**src/ccms_pkg.sv**
```systemverilog
// ----------------------------------------------------------------------------
// ccms_pkg
// Shared types and constants of the cut-cycle motion sequencer.
// ----------------------------------------------------------------------------
package ccms_pkg;

  localparam int POSITION_BITS_DEF = 24;
  localparam int TIME_BITS_DEF     = 32;
  localparam int DRAW_BITS_DEF     = 16;

  localparam int MS_W      = 16;
  localparam int CFG_IDX_W = 3;

  localparam logic [MS_W-1:0] DROPOFF_WAIT_RST = 16'd50;

  typedef enum logic [CFG_IDX_W-1:0] {
    CFG_APPROACH     = 3'd0,
    CFG_CUTTING      = 3'd1,
    CFG_DROPOFF_MIN  = 3'd2,
    CFG_DROPOFF_MAX  = 3'd3,
    CFG_EARLY_REL    = 3'd4,
    CFG_HOME         = 3'd5,
    CFG_ESTOP_DELAY  = 3'd6,
    CFG_DROPOFF_WAIT = 3'd7
  } cfg_idx_e;

  typedef enum logic [2:0] {
    PH_IDLE     = 3'd0,
    PH_APPROACH = 3'd1,
    PH_CUTTING  = 3'd2,
    PH_DROPOFF  = 3'd3,
    PH_RETURN   = 3'd4
  } phase_e;

  typedef enum logic [2:0] {
    SPD_APPROACH = 3'd0,
    SPD_CUTTING  = 3'd1,
    SPD_DROPOFF  = 3'd2,
    SPD_RETURN   = 3'd3,
    SPD_HOMING   = 3'd4
  } speed_e;

  typedef enum logic [1:0] {
    CLAMP_NONE    = 2'd0,
    CLAMP_EXTEND  = 2'd1,
    CLAMP_RETRACT = 2'd2
  } clamp_e;

  typedef enum logic [1:0] {
    SEQ_IDLE  = 2'd0,
    SEQ_ENTRY = 2'd1,
    SEQ_PICK  = 2'd2,
    SEQ_EXEC  = 2'd3
  } seq_state_e;

endpackage

```
**src/ccms_in_if.sv**
```systemverilog
// ----------------------------------------------------------------------------
// ccms_in_if
// Tick channel: one control tick per item.
// ----------------------------------------------------------------------------
interface ccms_in_if #(
  parameter int POSITION_BITS = ccms_pkg::POSITION_BITS_DEF,
  parameter int TIME_BITS     = ccms_pkg::TIME_BITS_DEF,
  parameter int DRAW_BITS     = ccms_pkg::DRAW_BITS_DEF
);
  logic                            valid;
  logic                            ready;
  logic                            cycle_enter;
  logic [TIME_BITS-1:0]            now_ms;
  logic                            start_pressed;
  logic                            motor_running;
  logic signed [POSITION_BITS-1:0] motor_position;
  logic [DRAW_BITS-1:0]            random_draw;

  modport source (
    output valid, cycle_enter, now_ms, start_pressed, motor_running,
           motor_position, random_draw,
    input  ready
  );

  modport sink (
    input  valid, cycle_enter, now_ms, start_pressed, motor_running,
           motor_position, random_draw,
    output ready
  );
endinterface

```
**src/ccms_out_if.sv**
```systemverilog
// ----------------------------------------------------------------------------
// ccms_out_if
// Command channel: one motion command item per tick.
// ----------------------------------------------------------------------------
interface ccms_out_if #(
  parameter int POSITION_BITS = ccms_pkg::POSITION_BITS_DEF
);
  logic                     valid;
  logic                     ready;
  logic [2:0]               phase;
  logic                     move_valid;
  logic [POSITION_BITS-2:0] target_position;
  logic [2:0]               speed_select;
  logic                     accel_select;
  logic                     force_stop;
  logic [1:0]               clamp_command;
  logic                     warning_light;
  logic                     cycle_done;

  modport source (
    output valid, phase, move_valid, target_position, speed_select,
           accel_select, force_stop, clamp_command, warning_light, cycle_done,
    input  ready
  );

  modport sink (
    input  valid, phase, move_valid, target_position, speed_select,
           accel_select, force_stop, clamp_command, warning_light, cycle_done,
    output ready
  );
endinterface

```
**src/ccms_mod.sv**
```systemverilog
// ----------------------------------------------------------------------------
// ccms_mod
// Compare-and-subtract unit: dropoff pick lo + draw mod (hi - lo + 1),
// one draw bit per cycle.
// ----------------------------------------------------------------------------
module ccms_mod #(
  parameter int POSITION_BITS = ccms_pkg::POSITION_BITS_DEF,
  parameter int DRAW_BITS     = ccms_pkg::DRAW_BITS_DEF
) (
  input  logic                     clk_i,
  input  logic                     rst_ni,
  input  logic                     start_i,
  input  logic [POSITION_BITS-2:0] lo_i,
  input  logic [POSITION_BITS-2:0] hi_i,
  input  logic [DRAW_BITS-1:0]     draw_i,
  output logic                     done_o,
  output logic [POSITION_BITS-2:0] res_o
);
  import ccms_pkg::*;

  localparam int TGT_W = POSITION_BITS - 1;
  localparam int CNT_W = $clog2(DRAW_BITS + 1);

  logic                     busy_q, busy_d;
  logic                     done_q, done_d;
  logic [CNT_W-1:0]         cnt_q, cnt_d;
  logic [POSITION_BITS-1:0] div_q, div_d;
  logic [POSITION_BITS-1:0] rem_q, rem_d;
  logic [DRAW_BITS-1:0]     num_q, num_d;
  logic [TGT_W-1:0]         lo_q, lo_d;
  logic [TGT_W-1:0]         res_q, res_d;
  logic [POSITION_BITS:0]   trial;

  assign trial = {rem_q, num_q[DRAW_BITS-1]};

  always_comb begin
    busy_d = busy_q;
    done_d = 1'b0;
    cnt_d  = cnt_q;
    div_d  = div_q;
    rem_d  = rem_q;
    num_d  = num_q;
    lo_d   = lo_q;
    res_d  = res_q;
    if (start_i) begin
      busy_d = 1'b1;
      cnt_d  = CNT_W'(DRAW_BITS);
      div_d  = POSITION_BITS'(hi_i) - POSITION_BITS'(lo_i) + POSITION_BITS'(1);
      rem_d  = '0;
      num_d  = draw_i;
      lo_d   = lo_i;
    end else if (busy_q) begin
      if (cnt_q != '0) begin
        // restoring step
        if (trial >= {1'b0, div_q}) begin
          rem_d = POSITION_BITS'(trial - {1'b0, div_q});
        end else begin
          rem_d = POSITION_BITS'(trial);
        end
        num_d = {num_q[DRAW_BITS-2:0], 1'b0};
        cnt_d = cnt_q - CNT_W'(1);
      end else begin
        res_d  = lo_q + TGT_W'(rem_q);
        busy_d = 1'b0;
        done_d = 1'b1;
      end
    end
  end

  always_ff @(posedge clk_i or negedge rst_ni) begin
    if (!rst_ni) begin
      busy_q <= 1'b0;
      done_q <= 1'b0;
      cnt_q  <= '0;
    end else begin
      busy_q <= busy_d;
      done_q <= done_d;
      cnt_q  <= cnt_d;
    end
  end

  always_ff @(posedge clk_i) begin
    div_q <= div_d;
    rem_q <= rem_d;
    num_q <= num_d;
    lo_q  <= lo_d;
    res_q <= res_d;
  end

  assign done_o = done_q;
  assign res_o  = res_q;

endmodule

```
**src/ccms_seq.sv**
```systemverilog
// ----------------------------------------------------------------------------
// ccms_seq
// Tick sequencer: latches a tick, runs the phase logic over a few steps and
// loads the command output register.
// ----------------------------------------------------------------------------
module ccms_seq #(
  parameter int POSITION_BITS = ccms_pkg::POSITION_BITS_DEF,
  parameter int TIME_BITS     = ccms_pkg::TIME_BITS_DEF,
  parameter int DRAW_BITS     = ccms_pkg::DRAW_BITS_DEF
) (
  input  logic                          clk_i,
  input  logic                          rst_ni,
  ccms_in_if.sink                       in_if,
  ccms_out_if.source                    out_if,
  input  logic [POSITION_BITS-2:0]      approach_pos_i,
  input  logic [POSITION_BITS-2:0]      cutting_pos_i,
  input  logic [POSITION_BITS-2:0]      dropoff_min_i,
  input  logic [POSITION_BITS-2:0]      dropoff_max_i,
  input  logic [POSITION_BITS-2:0]      early_rel_pos_i,
  input  logic [POSITION_BITS-2:0]      home_pos_i,
  input  logic [ccms_pkg::MS_W-1:0]     estop_delay_i,
  input  logic [ccms_pkg::MS_W-1:0]     dropoff_wait_i,
  output logic                          mod_start_o,
  output logic [DRAW_BITS-1:0]          mod_draw_o,
  input  logic                          mod_done_i,
  input  logic [POSITION_BITS-2:0]      mod_res_i
);
  import ccms_pkg::*;

  localparam int TGT_W = POSITION_BITS - 1;

  seq_state_e state_q, state_d;
  phase_e     phase_q, phase_d;
  logic       estop_q, estop_d;
  logic       released_q, released_d;
  logic       picked_q, picked_d;
  logic       wait_started_q, wait_started_d;
  logic       light_q, light_d;
  logic       accel_q, accel_d;
  logic       fstop_q, fstop_d;
  logic [TGT_W-1:0]     drop_tgt_q, drop_tgt_d;
  logic [TIME_BITS-1:0] cycle_start_q, cycle_start_d;
  logic [TIME_BITS-1:0] wait_start_q, wait_start_d;

  // latched tick
  logic                            enter_q;
  logic [TIME_BITS-1:0]            now_q;
  logic                            pressed_q;
  logic                            running_q;
  logic signed [POSITION_BITS-1:0] pos_q;
  logic [DRAW_BITS-1:0]            draw_q;

  // command output register
  logic             out_valid_q, out_valid_d;
  phase_e           out_phase_q, out_phase_d;
  logic             out_mv_q, out_mv_d;
  logic [TGT_W-1:0] out_tgt_q, out_tgt_d;
  speed_e           out_spd_q, out_spd_d;
  logic             out_accel_q, out_accel_d;
  logic             out_fstop_q, out_fstop_d;
  clamp_e           out_clamp_q, out_clamp_d;
  logic             out_light_q, out_light_d;
  logic             out_done_q, out_done_d;

  logic                 accept;
  logic                 out_free;
  logic                 entered;
  logic                 estop_hit;
  logic                 need_pick;
  logic                 mod_start;
  phase_e               phase_mid;
  logic [TIME_BITS-1:0] run_elapsed;
  logic [TIME_BITS-1:0] wait_elapsed;
  logic                 early_hit;
  logic                 rel_now;

  assign accept   = in_if.valid && in_if.ready;
  assign out_free = !out_valid_q || out_if.ready;
  assign in_if.ready = (state_q == SEQ_IDLE);

  // entry step terms
  assign entered     = (phase_q == PH_IDLE) && enter_q;
  assign run_elapsed = now_q - cycle_start_q;
  assign estop_hit   = !entered && (phase_q != PH_IDLE) && !estop_q && pressed_q &&
                       (run_elapsed > TIME_BITS'(estop_delay_i));
  assign phase_mid   = estop_hit ? PH_RETURN : (entered ? PH_APPROACH : phase_q);
  assign need_pick   = (phase_mid == PH_DROPOFF) && !picked_q;
  assign mod_start   = (state_q == SEQ_ENTRY) && need_pick &&
                       !(dropoff_max_i < dropoff_min_i);

  assign mod_start_o = mod_start;
  assign mod_draw_o  = draw_q;

  // execute step terms
  assign wait_elapsed = wait_started_q ? (now_q - wait_start_q) : '0;
  assign early_hit    = !released_q && !estop_q && !pos_q[POSITION_BITS-1] &&
                        (pos_q[TGT_W-1:0] >= early_rel_pos_i);
  assign rel_now      = released_q || early_hit;

  // next state
  always_comb begin
    state_d = state_q;
    unique case (state_q)
      SEQ_IDLE: begin
        if (accept) state_d = SEQ_ENTRY;
      end
      SEQ_ENTRY: begin
        state_d = mod_start ? SEQ_PICK : SEQ_EXEC;
      end
      SEQ_PICK: begin
        if (mod_done_i) state_d = SEQ_EXEC;
      end
      SEQ_EXEC: begin
        if (out_free) state_d = SEQ_IDLE;
      end
    endcase
  end

  // datapath and outputs
  always_comb begin
    phase_d        = phase_q;
    estop_d        = estop_q;
    released_d     = released_q;
    picked_d       = picked_q;
    wait_started_d = wait_started_q;
    light_d        = light_q;
    accel_d        = accel_q;
    fstop_d        = fstop_q;
    drop_tgt_d     = drop_tgt_q;
    cycle_start_d  = cycle_start_q;
    wait_start_d   = wait_start_q;

    out_valid_d = out_valid_q && !out_if.ready;
    out_phase_d = out_phase_q;
    out_mv_d    = out_mv_q;
    out_tgt_d   = out_tgt_q;
    out_spd_d   = out_spd_q;
    out_accel_d = out_accel_q;
    out_fstop_d = out_fstop_q;
    out_clamp_d = out_clamp_q;
    out_light_d = out_light_q;
    out_done_d  = out_done_q;

    unique case (state_q)
      SEQ_IDLE: begin
      end
      SEQ_ENTRY: begin
        fstop_d = estop_hit;
        if (entered) begin
          phase_d       = PH_APPROACH;
          estop_d       = 1'b0;
          released_d    = 1'b0;
          picked_d      = 1'b0;
          cycle_start_d = now_q;
          light_d       = 1'b1;
        end
        if (estop_hit) begin
          estop_d = 1'b1;
          phase_d = PH_RETURN;
          light_d = 1'b0;
        end
        // max below min picks max directly
        if (need_pick && (dropoff_max_i < dropoff_min_i)) begin
          drop_tgt_d = dropoff_max_i;
          picked_d   = 1'b1;
        end
      end
      SEQ_PICK: begin
        if (mod_done_i) begin
          drop_tgt_d = mod_res_i;
          picked_d   = 1'b1;
        end
      end
      SEQ_EXEC: begin
        if (out_free) begin
          out_mv_d    = 1'b0;
          out_tgt_d   = '0;
          out_spd_d   = SPD_APPROACH;
          out_fstop_d = fstop_q;
          out_clamp_d = fstop_q ? CLAMP_EXTEND : CLAMP_NONE;
          out_done_d  = 1'b0;
          unique case (phase_q)
            PH_APPROACH: begin
              out_mv_d    = 1'b1;
              out_clamp_d = CLAMP_EXTEND;
              accel_d     = 1'b1;
              out_spd_d   = SPD_APPROACH;
              out_tgt_d   = approach_pos_i;
              if (!running_q) begin
                accel_d = 1'b0;
                phase_d = PH_CUTTING;
              end
            end
            PH_CUTTING: begin
              out_mv_d  = 1'b1;
              out_spd_d = SPD_CUTTING;
              out_tgt_d = cutting_pos_i;
              if (!running_q) phase_d = PH_DROPOFF;
            end
            PH_DROPOFF: begin
              out_mv_d  = 1'b1;
              out_spd_d = SPD_DROPOFF;
              out_tgt_d = drop_tgt_q;
              if (early_hit) begin
                out_clamp_d = CLAMP_RETRACT;
                released_d  = 1'b1;
              end
              if (!running_q) begin
                if (!estop_q && !rel_now) out_clamp_d = CLAMP_RETRACT;
                if (!wait_started_q) begin
                  wait_started_d = 1'b1;
                  wait_start_d   = now_q;
                end
                if (wait_elapsed >= TIME_BITS'(dropoff_wait_i)) phase_d = PH_RETURN;
              end
            end
            PH_RETURN: begin
              out_mv_d  = 1'b1;
              out_tgt_d = home_pos_i;
              if (estop_q) begin
                out_spd_d = SPD_HOMING;
              end else begin
                out_clamp_d = CLAMP_RETRACT;
                out_spd_d   = SPD_RETURN;
              end
              if (!running_q) begin
                if (estop_q) out_clamp_d = CLAMP_RETRACT;
                phase_d        = PH_IDLE;
                out_done_d     = 1'b1;
                wait_started_d = 1'b0;
                estop_d        = 1'b0;
                released_d     = 1'b0;
                light_d        = 1'b0;
              end
            end
            default: begin
              phase_d = PH_IDLE;
            end
          endcase
          out_valid_d = 1'b1;
          out_phase_d = phase_d;
          out_accel_d = accel_d;
          out_light_d = light_d;
        end
      end
    endcase
  end

  always_ff @(posedge clk_i or negedge rst_ni) begin
    if (!rst_ni) begin
      state_q        <= SEQ_IDLE;
      phase_q        <= PH_IDLE;
      estop_q        <= 1'b0;
      released_q     <= 1'b0;
      picked_q       <= 1'b0;
      wait_started_q <= 1'b0;
      light_q        <= 1'b0;
      accel_q        <= 1'b0;
      fstop_q        <= 1'b0;
      drop_tgt_q     <= '0;
      cycle_start_q  <= '0;
      wait_start_q   <= '0;
      out_valid_q    <= 1'b0;
    end else begin
      state_q        <= state_d;
      phase_q        <= phase_d;
      estop_q        <= estop_d;
      released_q     <= released_d;
      picked_q       <= picked_d;
      wait_started_q <= wait_started_d;
      light_q        <= light_d;
      accel_q        <= accel_d;
      fstop_q        <= fstop_d;
      drop_tgt_q     <= drop_tgt_d;
      cycle_start_q  <= cycle_start_d;
      wait_start_q   <= wait_start_d;
      out_valid_q    <= out_valid_d;
    end
  end

  always_ff @(posedge clk_i) begin
    if (accept) begin
      enter_q   <= in_if.cycle_enter;
      now_q     <= in_if.now_ms;
      pressed_q <= in_if.start_pressed;
      running_q <= in_if.motor_running;
      pos_q     <= in_if.motor_position;
      draw_q    <= in_if.random_draw;
    end
    out_phase_q <= out_phase_d;
    out_mv_q    <= out_mv_d;
    out_tgt_q   <= out_tgt_d;
    out_spd_q   <= out_spd_d;
    out_accel_q <= out_accel_d;
    out_fstop_q <= out_fstop_d;
    out_clamp_q <= out_clamp_d;
    out_light_q <= out_light_d;
    out_done_q  <= out_done_d;
  end

  assign out_if.valid           = out_valid_q;
  assign out_if.phase           = out_phase_q;
  assign out_if.move_valid      = out_mv_q;
  assign out_if.target_position = out_tgt_q;
  assign out_if.speed_select    = out_spd_q;
  assign out_if.accel_select    = out_accel_q;
  assign out_if.force_stop      = out_fstop_q;
  assign out_if.clamp_command   = out_clamp_q;
  assign out_if.warning_light   = out_light_q;
  assign out_if.cycle_done      = out_done_q;

`ifndef SYNTHESIS
  a_accept_to_entry: assert property (@(posedge clk_i) disable iff (!rst_ni)
    accept |=> state_q == SEQ_ENTRY)
    else $error("accepted item did not enter the entry step");

  a_pick_follows_start: assert property (@(posedge clk_i) disable iff (!rst_ni)
    mod_start |=> state_q == SEQ_PICK)
    else $error("dropoff pick started without waiting for the unit");

  a_result_from_exec: assert property (@(posedge clk_i) disable iff (!rst_ni)
    $rose(out_valid_q) |-> $past(state_q) == SEQ_EXEC)
    else $error("result appeared outside the execute step");

  a_estop_in_return: assert property (@(posedge clk_i) disable iff (!rst_ni)
    estop_q |-> phase_q == PH_RETURN)
    else $error("emergency stop flag held outside the return phase");

  a_done_is_idle: assert property (@(posedge clk_i) disable iff (!rst_ni)
    (out_valid_q && out_done_q) |-> out_phase_q == PH_IDLE)
    else $error("cycle end reported with a non-idle phase");
`endif

endmodule

```
**src/cut_cycle_motion_sequencer.sv**
```systemverilog
// ----------------------------------------------------------------------------
// cut_cycle_motion_sequencer
// Linear-axis cutting cycle sequencer: approach, cutting, dropoff, return.
// ----------------------------------------------------------------------------
//  channel   dir  handshake                  contents
//  in_if     in   valid/ready                one control tick
//  out_if    out  valid/ready                one motion command item per tick
//  cfg       in   cfg_we_i, no back-pressure register index and write data
//
//  an item passes the accept, entry step and execute step; on the tick
//  that draws the dropoff target a pick step between entry and execute
//  waits for the one-bit-per-cycle remainder unit
//  the command register frees the input side while a result waits
//  a stalled output holds the sequencer in its execute step
//  reset clears all phase state; registers reset to zero, dropoff wait to 50
// ----------------------------------------------------------------------------
module cut_cycle_motion_sequencer #(
  parameter int POSITION_BITS = ccms_pkg::POSITION_BITS_DEF,
  parameter int TIME_BITS     = ccms_pkg::TIME_BITS_DEF,
  parameter int DRAW_BITS     = ccms_pkg::DRAW_BITS_DEF,
  localparam int CFG_W = (POSITION_BITS - 1 > ccms_pkg::MS_W) ?
                         POSITION_BITS - 1 : ccms_pkg::MS_W
) (
  input  logic                           clk_i,
  input  logic                           rst_ni,
  ccms_in_if.sink                        in_if,
  ccms_out_if.source                     out_if,
  input  logic                           cfg_we_i,
  input  logic [ccms_pkg::CFG_IDX_W-1:0] cfg_idx_i,
  input  logic [CFG_W-1:0]               cfg_data_i
);
  import ccms_pkg::*;

  localparam int TGT_W = POSITION_BITS - 1;

  logic [TGT_W-1:0] approach_q, cutting_q, drop_min_q, drop_max_q, early_q, home_q;
  logic [MS_W-1:0]  estop_delay_q, drop_wait_q;

  logic                 mod_start;
  logic [DRAW_BITS-1:0] mod_draw;
  logic                 mod_done;
  logic [TGT_W-1:0]     mod_res;

  always_ff @(posedge clk_i or negedge rst_ni) begin
    if (!rst_ni) begin
      approach_q    <= '0;
      cutting_q     <= '0;
      drop_min_q    <= '0;
      drop_max_q    <= '0;
      early_q       <= '0;
      home_q        <= '0;
      estop_delay_q <= '0;
      drop_wait_q   <= DROPOFF_WAIT_RST;
    end else if (cfg_we_i) begin
      unique case (cfg_idx_e'(cfg_idx_i))
        CFG_APPROACH:     approach_q    <= cfg_data_i[TGT_W-1:0];
        CFG_CUTTING:      cutting_q     <= cfg_data_i[TGT_W-1:0];
        CFG_DROPOFF_MIN:  drop_min_q    <= cfg_data_i[TGT_W-1:0];
        CFG_DROPOFF_MAX:  drop_max_q    <= cfg_data_i[TGT_W-1:0];
        CFG_EARLY_REL:    early_q       <= cfg_data_i[TGT_W-1:0];
        CFG_HOME:         home_q        <= cfg_data_i[TGT_W-1:0];
        CFG_ESTOP_DELAY:  estop_delay_q <= cfg_data_i[MS_W-1:0];
        CFG_DROPOFF_WAIT: drop_wait_q   <= cfg_data_i[MS_W-1:0];
      endcase
    end
  end

  ccms_mod #(
    .POSITION_BITS (POSITION_BITS),
    .DRAW_BITS     (DRAW_BITS)
  ) u_mod (
    .clk_i   (clk_i),
    .rst_ni  (rst_ni),
    .start_i (mod_start),
    .lo_i    (drop_min_q),
    .hi_i    (drop_max_q),
    .draw_i  (mod_draw),
    .done_o  (mod_done),
    .res_o   (mod_res)
  );

  ccms_seq #(
    .POSITION_BITS (POSITION_BITS),
    .TIME_BITS     (TIME_BITS),
    .DRAW_BITS     (DRAW_BITS)
  ) u_seq (
    .clk_i           (clk_i),
    .rst_ni          (rst_ni),
    .in_if           (in_if),
    .out_if          (out_if),
    .approach_pos_i  (approach_q),
    .cutting_pos_i   (cutting_q),
    .dropoff_min_i   (drop_min_q),
    .dropoff_max_i   (drop_max_q),
    .early_rel_pos_i (early_q),
    .home_pos_i      (home_q),
    .estop_delay_i   (estop_delay_q),
    .dropoff_wait_i  (drop_wait_q),
    .mod_start_o     (mod_start),
    .mod_draw_o      (mod_draw),
    .mod_done_i      (mod_done),
    .mod_res_i       (mod_res)
  );

endmodule

```
**src/flat_wrapper.sv**
```systemverilog
// flat-port wrapper written by rule: the top's interface ports become plain ports
module cut_cycle_motion_sequencer_flat import ccms_pkg::*;
#(
  parameter int POSITION_BITS = ccms_pkg::POSITION_BITS_DEF,
  parameter int TIME_BITS     = ccms_pkg::TIME_BITS_DEF,
  parameter int DRAW_BITS     = ccms_pkg::DRAW_BITS_DEF,
  localparam int CFG_W = (POSITION_BITS - 1 > ccms_pkg::MS_W) ?
                         POSITION_BITS - 1 : ccms_pkg::MS_W
)
  (clk_i, rst_ni, cfg_we_i, cfg_idx_i, cfg_data_i, in_if_valid, in_if_cycle_enter, in_if_now_ms, in_if_start_pressed, in_if_motor_running, in_if_motor_position, in_if_random_draw, in_if_ready, out_if_valid, out_if_phase, out_if_move_valid, out_if_target_position, out_if_speed_select, out_if_accel_select, out_if_force_stop, out_if_clamp_command, out_if_warning_light, out_if_cycle_done, out_if_ready);
  ccms_in_if #(.POSITION_BITS(POSITION_BITS), .TIME_BITS(TIME_BITS), .DRAW_BITS(DRAW_BITS)) in_if_i ();
  ccms_out_if #(.POSITION_BITS(POSITION_BITS)) out_if_i ();
  input  logic clk_i;
  input  logic rst_ni;
  input  logic cfg_we_i;
  input  logic [ccms_pkg::CFG_IDX_W-1:0] cfg_idx_i;
  input  logic [CFG_W-1:0] cfg_data_i;
  input wire logic [$bits(in_if_i.valid)-1:0] in_if_valid;
  input wire logic [$bits(in_if_i.cycle_enter)-1:0] in_if_cycle_enter;
  input wire logic [$bits(in_if_i.now_ms)-1:0] in_if_now_ms;
  input wire logic [$bits(in_if_i.start_pressed)-1:0] in_if_start_pressed;
  input wire logic [$bits(in_if_i.motor_running)-1:0] in_if_motor_running;
  input wire logic [$bits(in_if_i.motor_position)-1:0] in_if_motor_position;
  input wire logic [$bits(in_if_i.random_draw)-1:0] in_if_random_draw;
  output wire logic [$bits(in_if_i.ready)-1:0] in_if_ready;
  output wire logic [$bits(out_if_i.valid)-1:0] out_if_valid;
  output wire logic [$bits(out_if_i.phase)-1:0] out_if_phase;
  output wire logic [$bits(out_if_i.move_valid)-1:0] out_if_move_valid;
  output wire logic [$bits(out_if_i.target_position)-1:0] out_if_target_position;
  output wire logic [$bits(out_if_i.speed_select)-1:0] out_if_speed_select;
  output wire logic [$bits(out_if_i.accel_select)-1:0] out_if_accel_select;
  output wire logic [$bits(out_if_i.force_stop)-1:0] out_if_force_stop;
  output wire logic [$bits(out_if_i.clamp_command)-1:0] out_if_clamp_command;
  output wire logic [$bits(out_if_i.warning_light)-1:0] out_if_warning_light;
  output wire logic [$bits(out_if_i.cycle_done)-1:0] out_if_cycle_done;
  input wire logic [$bits(out_if_i.ready)-1:0] out_if_ready;
  assign in_if_i.valid = in_if_valid;
  assign in_if_i.cycle_enter = in_if_cycle_enter;
  assign in_if_i.now_ms = in_if_now_ms;
  assign in_if_i.start_pressed = in_if_start_pressed;
  assign in_if_i.motor_running = in_if_motor_running;
  assign in_if_i.motor_position = in_if_motor_position;
  assign in_if_i.random_draw = in_if_random_draw;
  assign in_if_ready = in_if_i.ready;
  assign out_if_valid = out_if_i.valid;
  assign out_if_phase = out_if_i.phase;
  assign out_if_move_valid = out_if_i.move_valid;
  assign out_if_target_position = out_if_i.target_position;
  assign out_if_speed_select = out_if_i.speed_select;
  assign out_if_accel_select = out_if_i.accel_select;
  assign out_if_force_stop = out_if_i.force_stop;
  assign out_if_clamp_command = out_if_i.clamp_command;
  assign out_if_warning_light = out_if_i.warning_light;
  assign out_if_cycle_done = out_if_i.cycle_done;
  assign out_if_i.ready = out_if_ready;
  cut_cycle_motion_sequencer #(.POSITION_BITS(POSITION_BITS), .TIME_BITS(TIME_BITS), .DRAW_BITS(DRAW_BITS)) u_core (.clk_i(clk_i), .rst_ni(rst_ni), .in_if(in_if_i), .out_if(out_if_i), .cfg_we_i(cfg_we_i), .cfg_idx_i(cfg_idx_i), .cfg_data_i(cfg_data_i));
endmodule
```
**config.mk**
```make
export PLATFORM = sky130hd
export DESIGN_NAME = cut_cycle_motion_sequencer_flat
export DESIGN_NICKNAME = d
export VERILOG_FILES = /design/src/ccms_pkg.sv /design/src/ccms_in_if.sv /design/src/ccms_out_if.sv /design/src/ccms_mod.sv /design/src/ccms_seq.sv /design/src/cut_cycle_motion_sequencer.sv /design/src/flat_wrapper.sv
export SDC_FILE = /design/constraint.sdc
export NUM_CORES = 1
export LEC_CHECK = 0
export ABC_CLOCK_PERIOD_IN_PS = 6600
export BUFFER_PORTS_ARGS = -buffer_cell sky130_fd_sc_hd__clkbuf_2
export CORE_MARGIN = 2
export CORE_UTILIZATION = 46
export DETAILED_ROUTE_END_ITERATION = 10
export PLACE_DENSITY = 0.69
export SLEW_MARGIN = 20
export SYNTH_ARGS = -nofsm -noshare
export SYNTH_HDL_FRONTEND = slang
export SYNTH_SLANG_ARGS = --single-unit
export TNS_END_PERCENT = 30
```
**constraint.sdc**
```tcl
create_clock -name clk_i -period 6.6 [get_ports clk_i]
set_clock_uncertainty 0.1 [all_clocks]
set_input_delay 0.66 -clock clk_i [delete_from_list [all_inputs] [get_ports clk_i]]
set_output_delay 0.66 -clock clk_i [all_outputs]
set_load 0.005 [all_outputs]
```
==> flow_summary.yaml <==
outcome:
  status: "finished clean"
detailed_routing:
  dr.first_iter.drc_count: 1293
  vias: 20267
  drtAntennaViolNets: 0
  wl_per_cell_um: 19.20
  dr.pass1.iters: 7
  drc: 0
  detail_route.vias_per_cell: 5.638
  routed_wl_um: 69030
critical_path:
  cp.required_ns: 6.86
  cp_max_fo: 19
  r2r-start: "u_core.u_seq.now_q[6]"
  worstPathArrival_ns: 6.49
  reg2reg_depth: 24
  r2r_end: "u_core.u_mod.num_q[10]"
  r2r_slack_ns: 0.37
  path_delay_family: "simple AND/OR/NAND/NOR gates"
  max_stage_delay_ns: 0.45
  crit_chain: "ha_1 -> a21o_1 -> or3_1 -> o21ai_0 -> nand2_1 -> a21o_1 -> a21oi_1 -> o21ai_0 -> a21o_1 -> a21oi_1 -> xnor2_1 -> ha_1 -> nand3_1 -> or4_1 -> o21ai_0 -> a21oi_1 -> nor4_1 -> o2111ai_1 -> nor4_2 -> and4_4 -> a31oi_4 -> nor2_4 -> buf_12 -> mux2_1"
  critical_path_class: "reg2reg"
  crit_buf_inv: 1
  cp-end-kind: "flip-flop"
  slowest_stage: "or4_1"
  startpoint: "u_core.u_seq.now_q[6]"
  critPathLaunchType: "flip-flop"
sta:
  timing.setup.tns_ns: 0
  max_freq_mhz: 160.6
  setup_viol: 0
  hold_viol_final: 0
  relSlewSlack: 0.2700
  period_minus_slack_ns: 6.225
  rsz0062_at_grt: "no"
  period_share: 0.9432
  slew_viol_final: 0
  worst_pin_slew_ns: 1.089
finish:
  fin_area_um2: 31650
  drive_above_1_share: 0.1842
  fillCellCount: 5190
  fin_nets: 3104
  multi_input_area_um2: 13650
  layout.area.seq_um2: 13330
  syn_to_final_growth_pct: 12.09
  finish.utilization: 0.5234
pwr:
  power_w: 0.01205
  peakVddDrop_uv: 290.6
  p_per_area_nw_per_um2: 380.7
  internal_power_w: 0.007719
  switching_share: 0.3595
  seq_power_share: 0.363
  power_frac_comb: 0.391
  power.switching_w: 0.004333
  power.share.clock: 0.246
  p_leak_nw: 13.87
clock_network:
  cts_tree: "done"
  clockBufferDepth: 3
  clock-sinks: 498
  clockRootBuffer: "clkbuf_16"
  clk_pin_slew_ns: 0.06
  htreeDepth: 2
  clock_latency_ns: 0.62
  numCtsBuffers: 53
floorplanning:
  die_x_um: 251.8
  die_y_um: 251.8
  ioPinCount: 144
  core-area_um2: 60470
  dieArea_um2: 63390
  row_count: 90
  start_util: 0.4670
worst_hold_path:
  hold_path.class: "in2reg"
  min_from: "in_if_random_draw[3]"
  whs_endpoint: "u_core.u_seq.mod_draw_o[3]"
  hold_depth: 1
synth:
  syn_area_um2: 28240
  ys_ff_latch: 498
  synth_top_area_share: 0.2428
  async_flop_share: 0.5562
  synth_edf_count: 197
  syn_area_per_cell_um2: 10.77
  yosys_warnings: 0
  synth_cell_types: 96
  yosysSeqAreaShare: 0.4721
  syn-num-nets: 2959
  yosys-top-cells-area: "dfrtp_1 (24%), edfxtp_1 (21%), ha_1 (9.6%)"
  syn_inst: 2622
  synth_ff_type: "dfrtp_1"
  netlist.top_cell.by_area: "dfrtp_1"
global_routing:
  grt_max_degree: 189
  grt_usage: 0.2157
  grt_overflow: 0
  antenna_found_initial: 2
  grt_pass1_vias: 20316
  grt_pass1_wl_um: 109200
placement:
  port_buffers: 143
  post-dp-hpwl_um: 51230
  gp_congestion: 0.9136
  dpl_cell_area_um2: 29810
job:
  cap_violations: 0
stage by stage:
| step | worst slack (ns) | instances | hold WS (ns) |
|---|---|---|---|
| detailed placement | 0.2763 | 3489 | 0.3562 |
| finish | 0.3749 | 3595 | 0.1140 |
| global placement | 0.4318 | 3489 | 0.3426 |
| floorplan | 0.4862 | 2622 | 0.2644 |
| global route | 0.02120 | 3595 | 0.08162 |
| CTS | 0.2546 | 3590 | 0.07582 |
routing by layer:
metal / track usage / routed length, um
met2: 0.3597 / 32770
met3: 0.03291 / 3572
met1: 0.2855 / 30260
met5: 0 / 0
met4: 0.07789 / 2425
kinds of logic (layout without fill, tap and decap cells):
family	count (synthesis)	in the layout	synth area share
muxes	232	232	0.09535
AOI/OAI and AO/OA	590	590	0.1379
DFF	498	498	0.4721
buffers and inverters	323	513	0.04626
adders and majority gates	231	231	0.1063
xor gates and xnor gates	94	94	0.02916
and+or+nand+nor	654	654	0.1129
other	0	1	0
how the worst max path moves through the flow:
| stage | to | slack (ns) | cells after the start |
|---|---|---|---|
| detailed placement | u_core.u_mod.div_q[15] | 0.28 | 24 |
| floorplan | u_core.u_mod.res_o[0] | 0.49 | 25 |
| global route | u_core.u_mod.num_q[13] | 0.02 | 24 |
| CTS | u_core.u_mod.lo_q[18] | 0.25 | 24 |
| global placement | u_core.u_mod.div_q[15] | 0.43 | 24 |
| finish | u_core.u_mod.num_q[10] | 0.37 | 24 |
cells in the final DEF (no fill, tap or decap), drive strengths merged, types with 33 or more instances in the layout:
cell type  count
clkbuf       220
ha           216
edfxtp       197
nand2        212
nor3          61
o21ai        182
inv          239
dfrtp        274
mux2         212
nor2         148
a211oi        38
a22oi         48
a21o          40
nor2b         33
nand3         45
a21oi        125
xnor2         63
layout make-up:
class	instances	area share
Antenna cell	1	0.00007906
Clock buffer	77	0.04985
Clock inverter	23	0.005455
Inverter	239	0.02834
Multi-Input combinational cell	1801	0.4312
Sequential cell	498	0.4212
Tap cell	782	0.03091
Timing Repair Buffer	174	0.03297
sequential cells by signal (all words and copies together) (netlist names), 24 cells and up:
name                        count
u_core.u_seq.now_q             32
u_core.u_mod.rem_q             24
u_core.u_seq.cycle_start_q     32
u_core.u_seq.wait_start_q      32
u_core.u_seq.pos_q             24
u_core.u_mod.div_q             24
Yosys cell counts, types with 44 or more instances:
master    count
a22oi_1      48
o21ai_0     175
xnor2_1      63
nor3_1       58
inv_1       239
a21oi_1     121
edfxtp_1    197
clkbuf_1     64
nand3_1      44
dfrtp_1     274
nor2_1      147
mux2_2      176
ha_1        216
nand2_1     211
worst reg2reg max path: stages (launching register included):
cell and delay [ns]:
edfxtp_1 0.43, ha_1 0.40, a21o_1 0.22, or3_1 0.33, o21ai_0 0.20, nand2_1 0.12, a21o_1 0.19, a21oi_1 0.20
o21ai_0 0.17, a21o_1 0.21, a21oi_1 0.17, xnor2_1 0.11, ha_1 0.30, nand3_1 0.08, or4_1 0.45, o21ai_0 0.18
a21oi_1 0.06, nor4_1 0.35, o2111ai_1 0.18, nor4_2 0.31, and4_4 0.34, a31oi_4 0.11, nor2_4 0.19, buf_12 0.21
mux2_1 0.38
power groups by stage:
stage / combinational [W] / sequential (W) / clock, W
detailed placement: 0.00467 / 0.00443 / 0
global placement: 0.00454 / 0.00440 / 0
global route: 0.00522 / 0.00445 / 0.00316
finish: 0.00471 / 0.00438 / 0.00296
floorplan: 0.00348 / 0.00429 / 0
CTS: 0.00470 / 0.00438 / 0.00303
what timing repair did:
action,in CTS,in global routing
gates resized for setup,0,2
hold buffers,1,0
buffers inserted,0,2
endpoints found under the hold margin,6,0
setup endpoints to repair,0,55
Note: power is estimated with default switching activity, not from simulation.
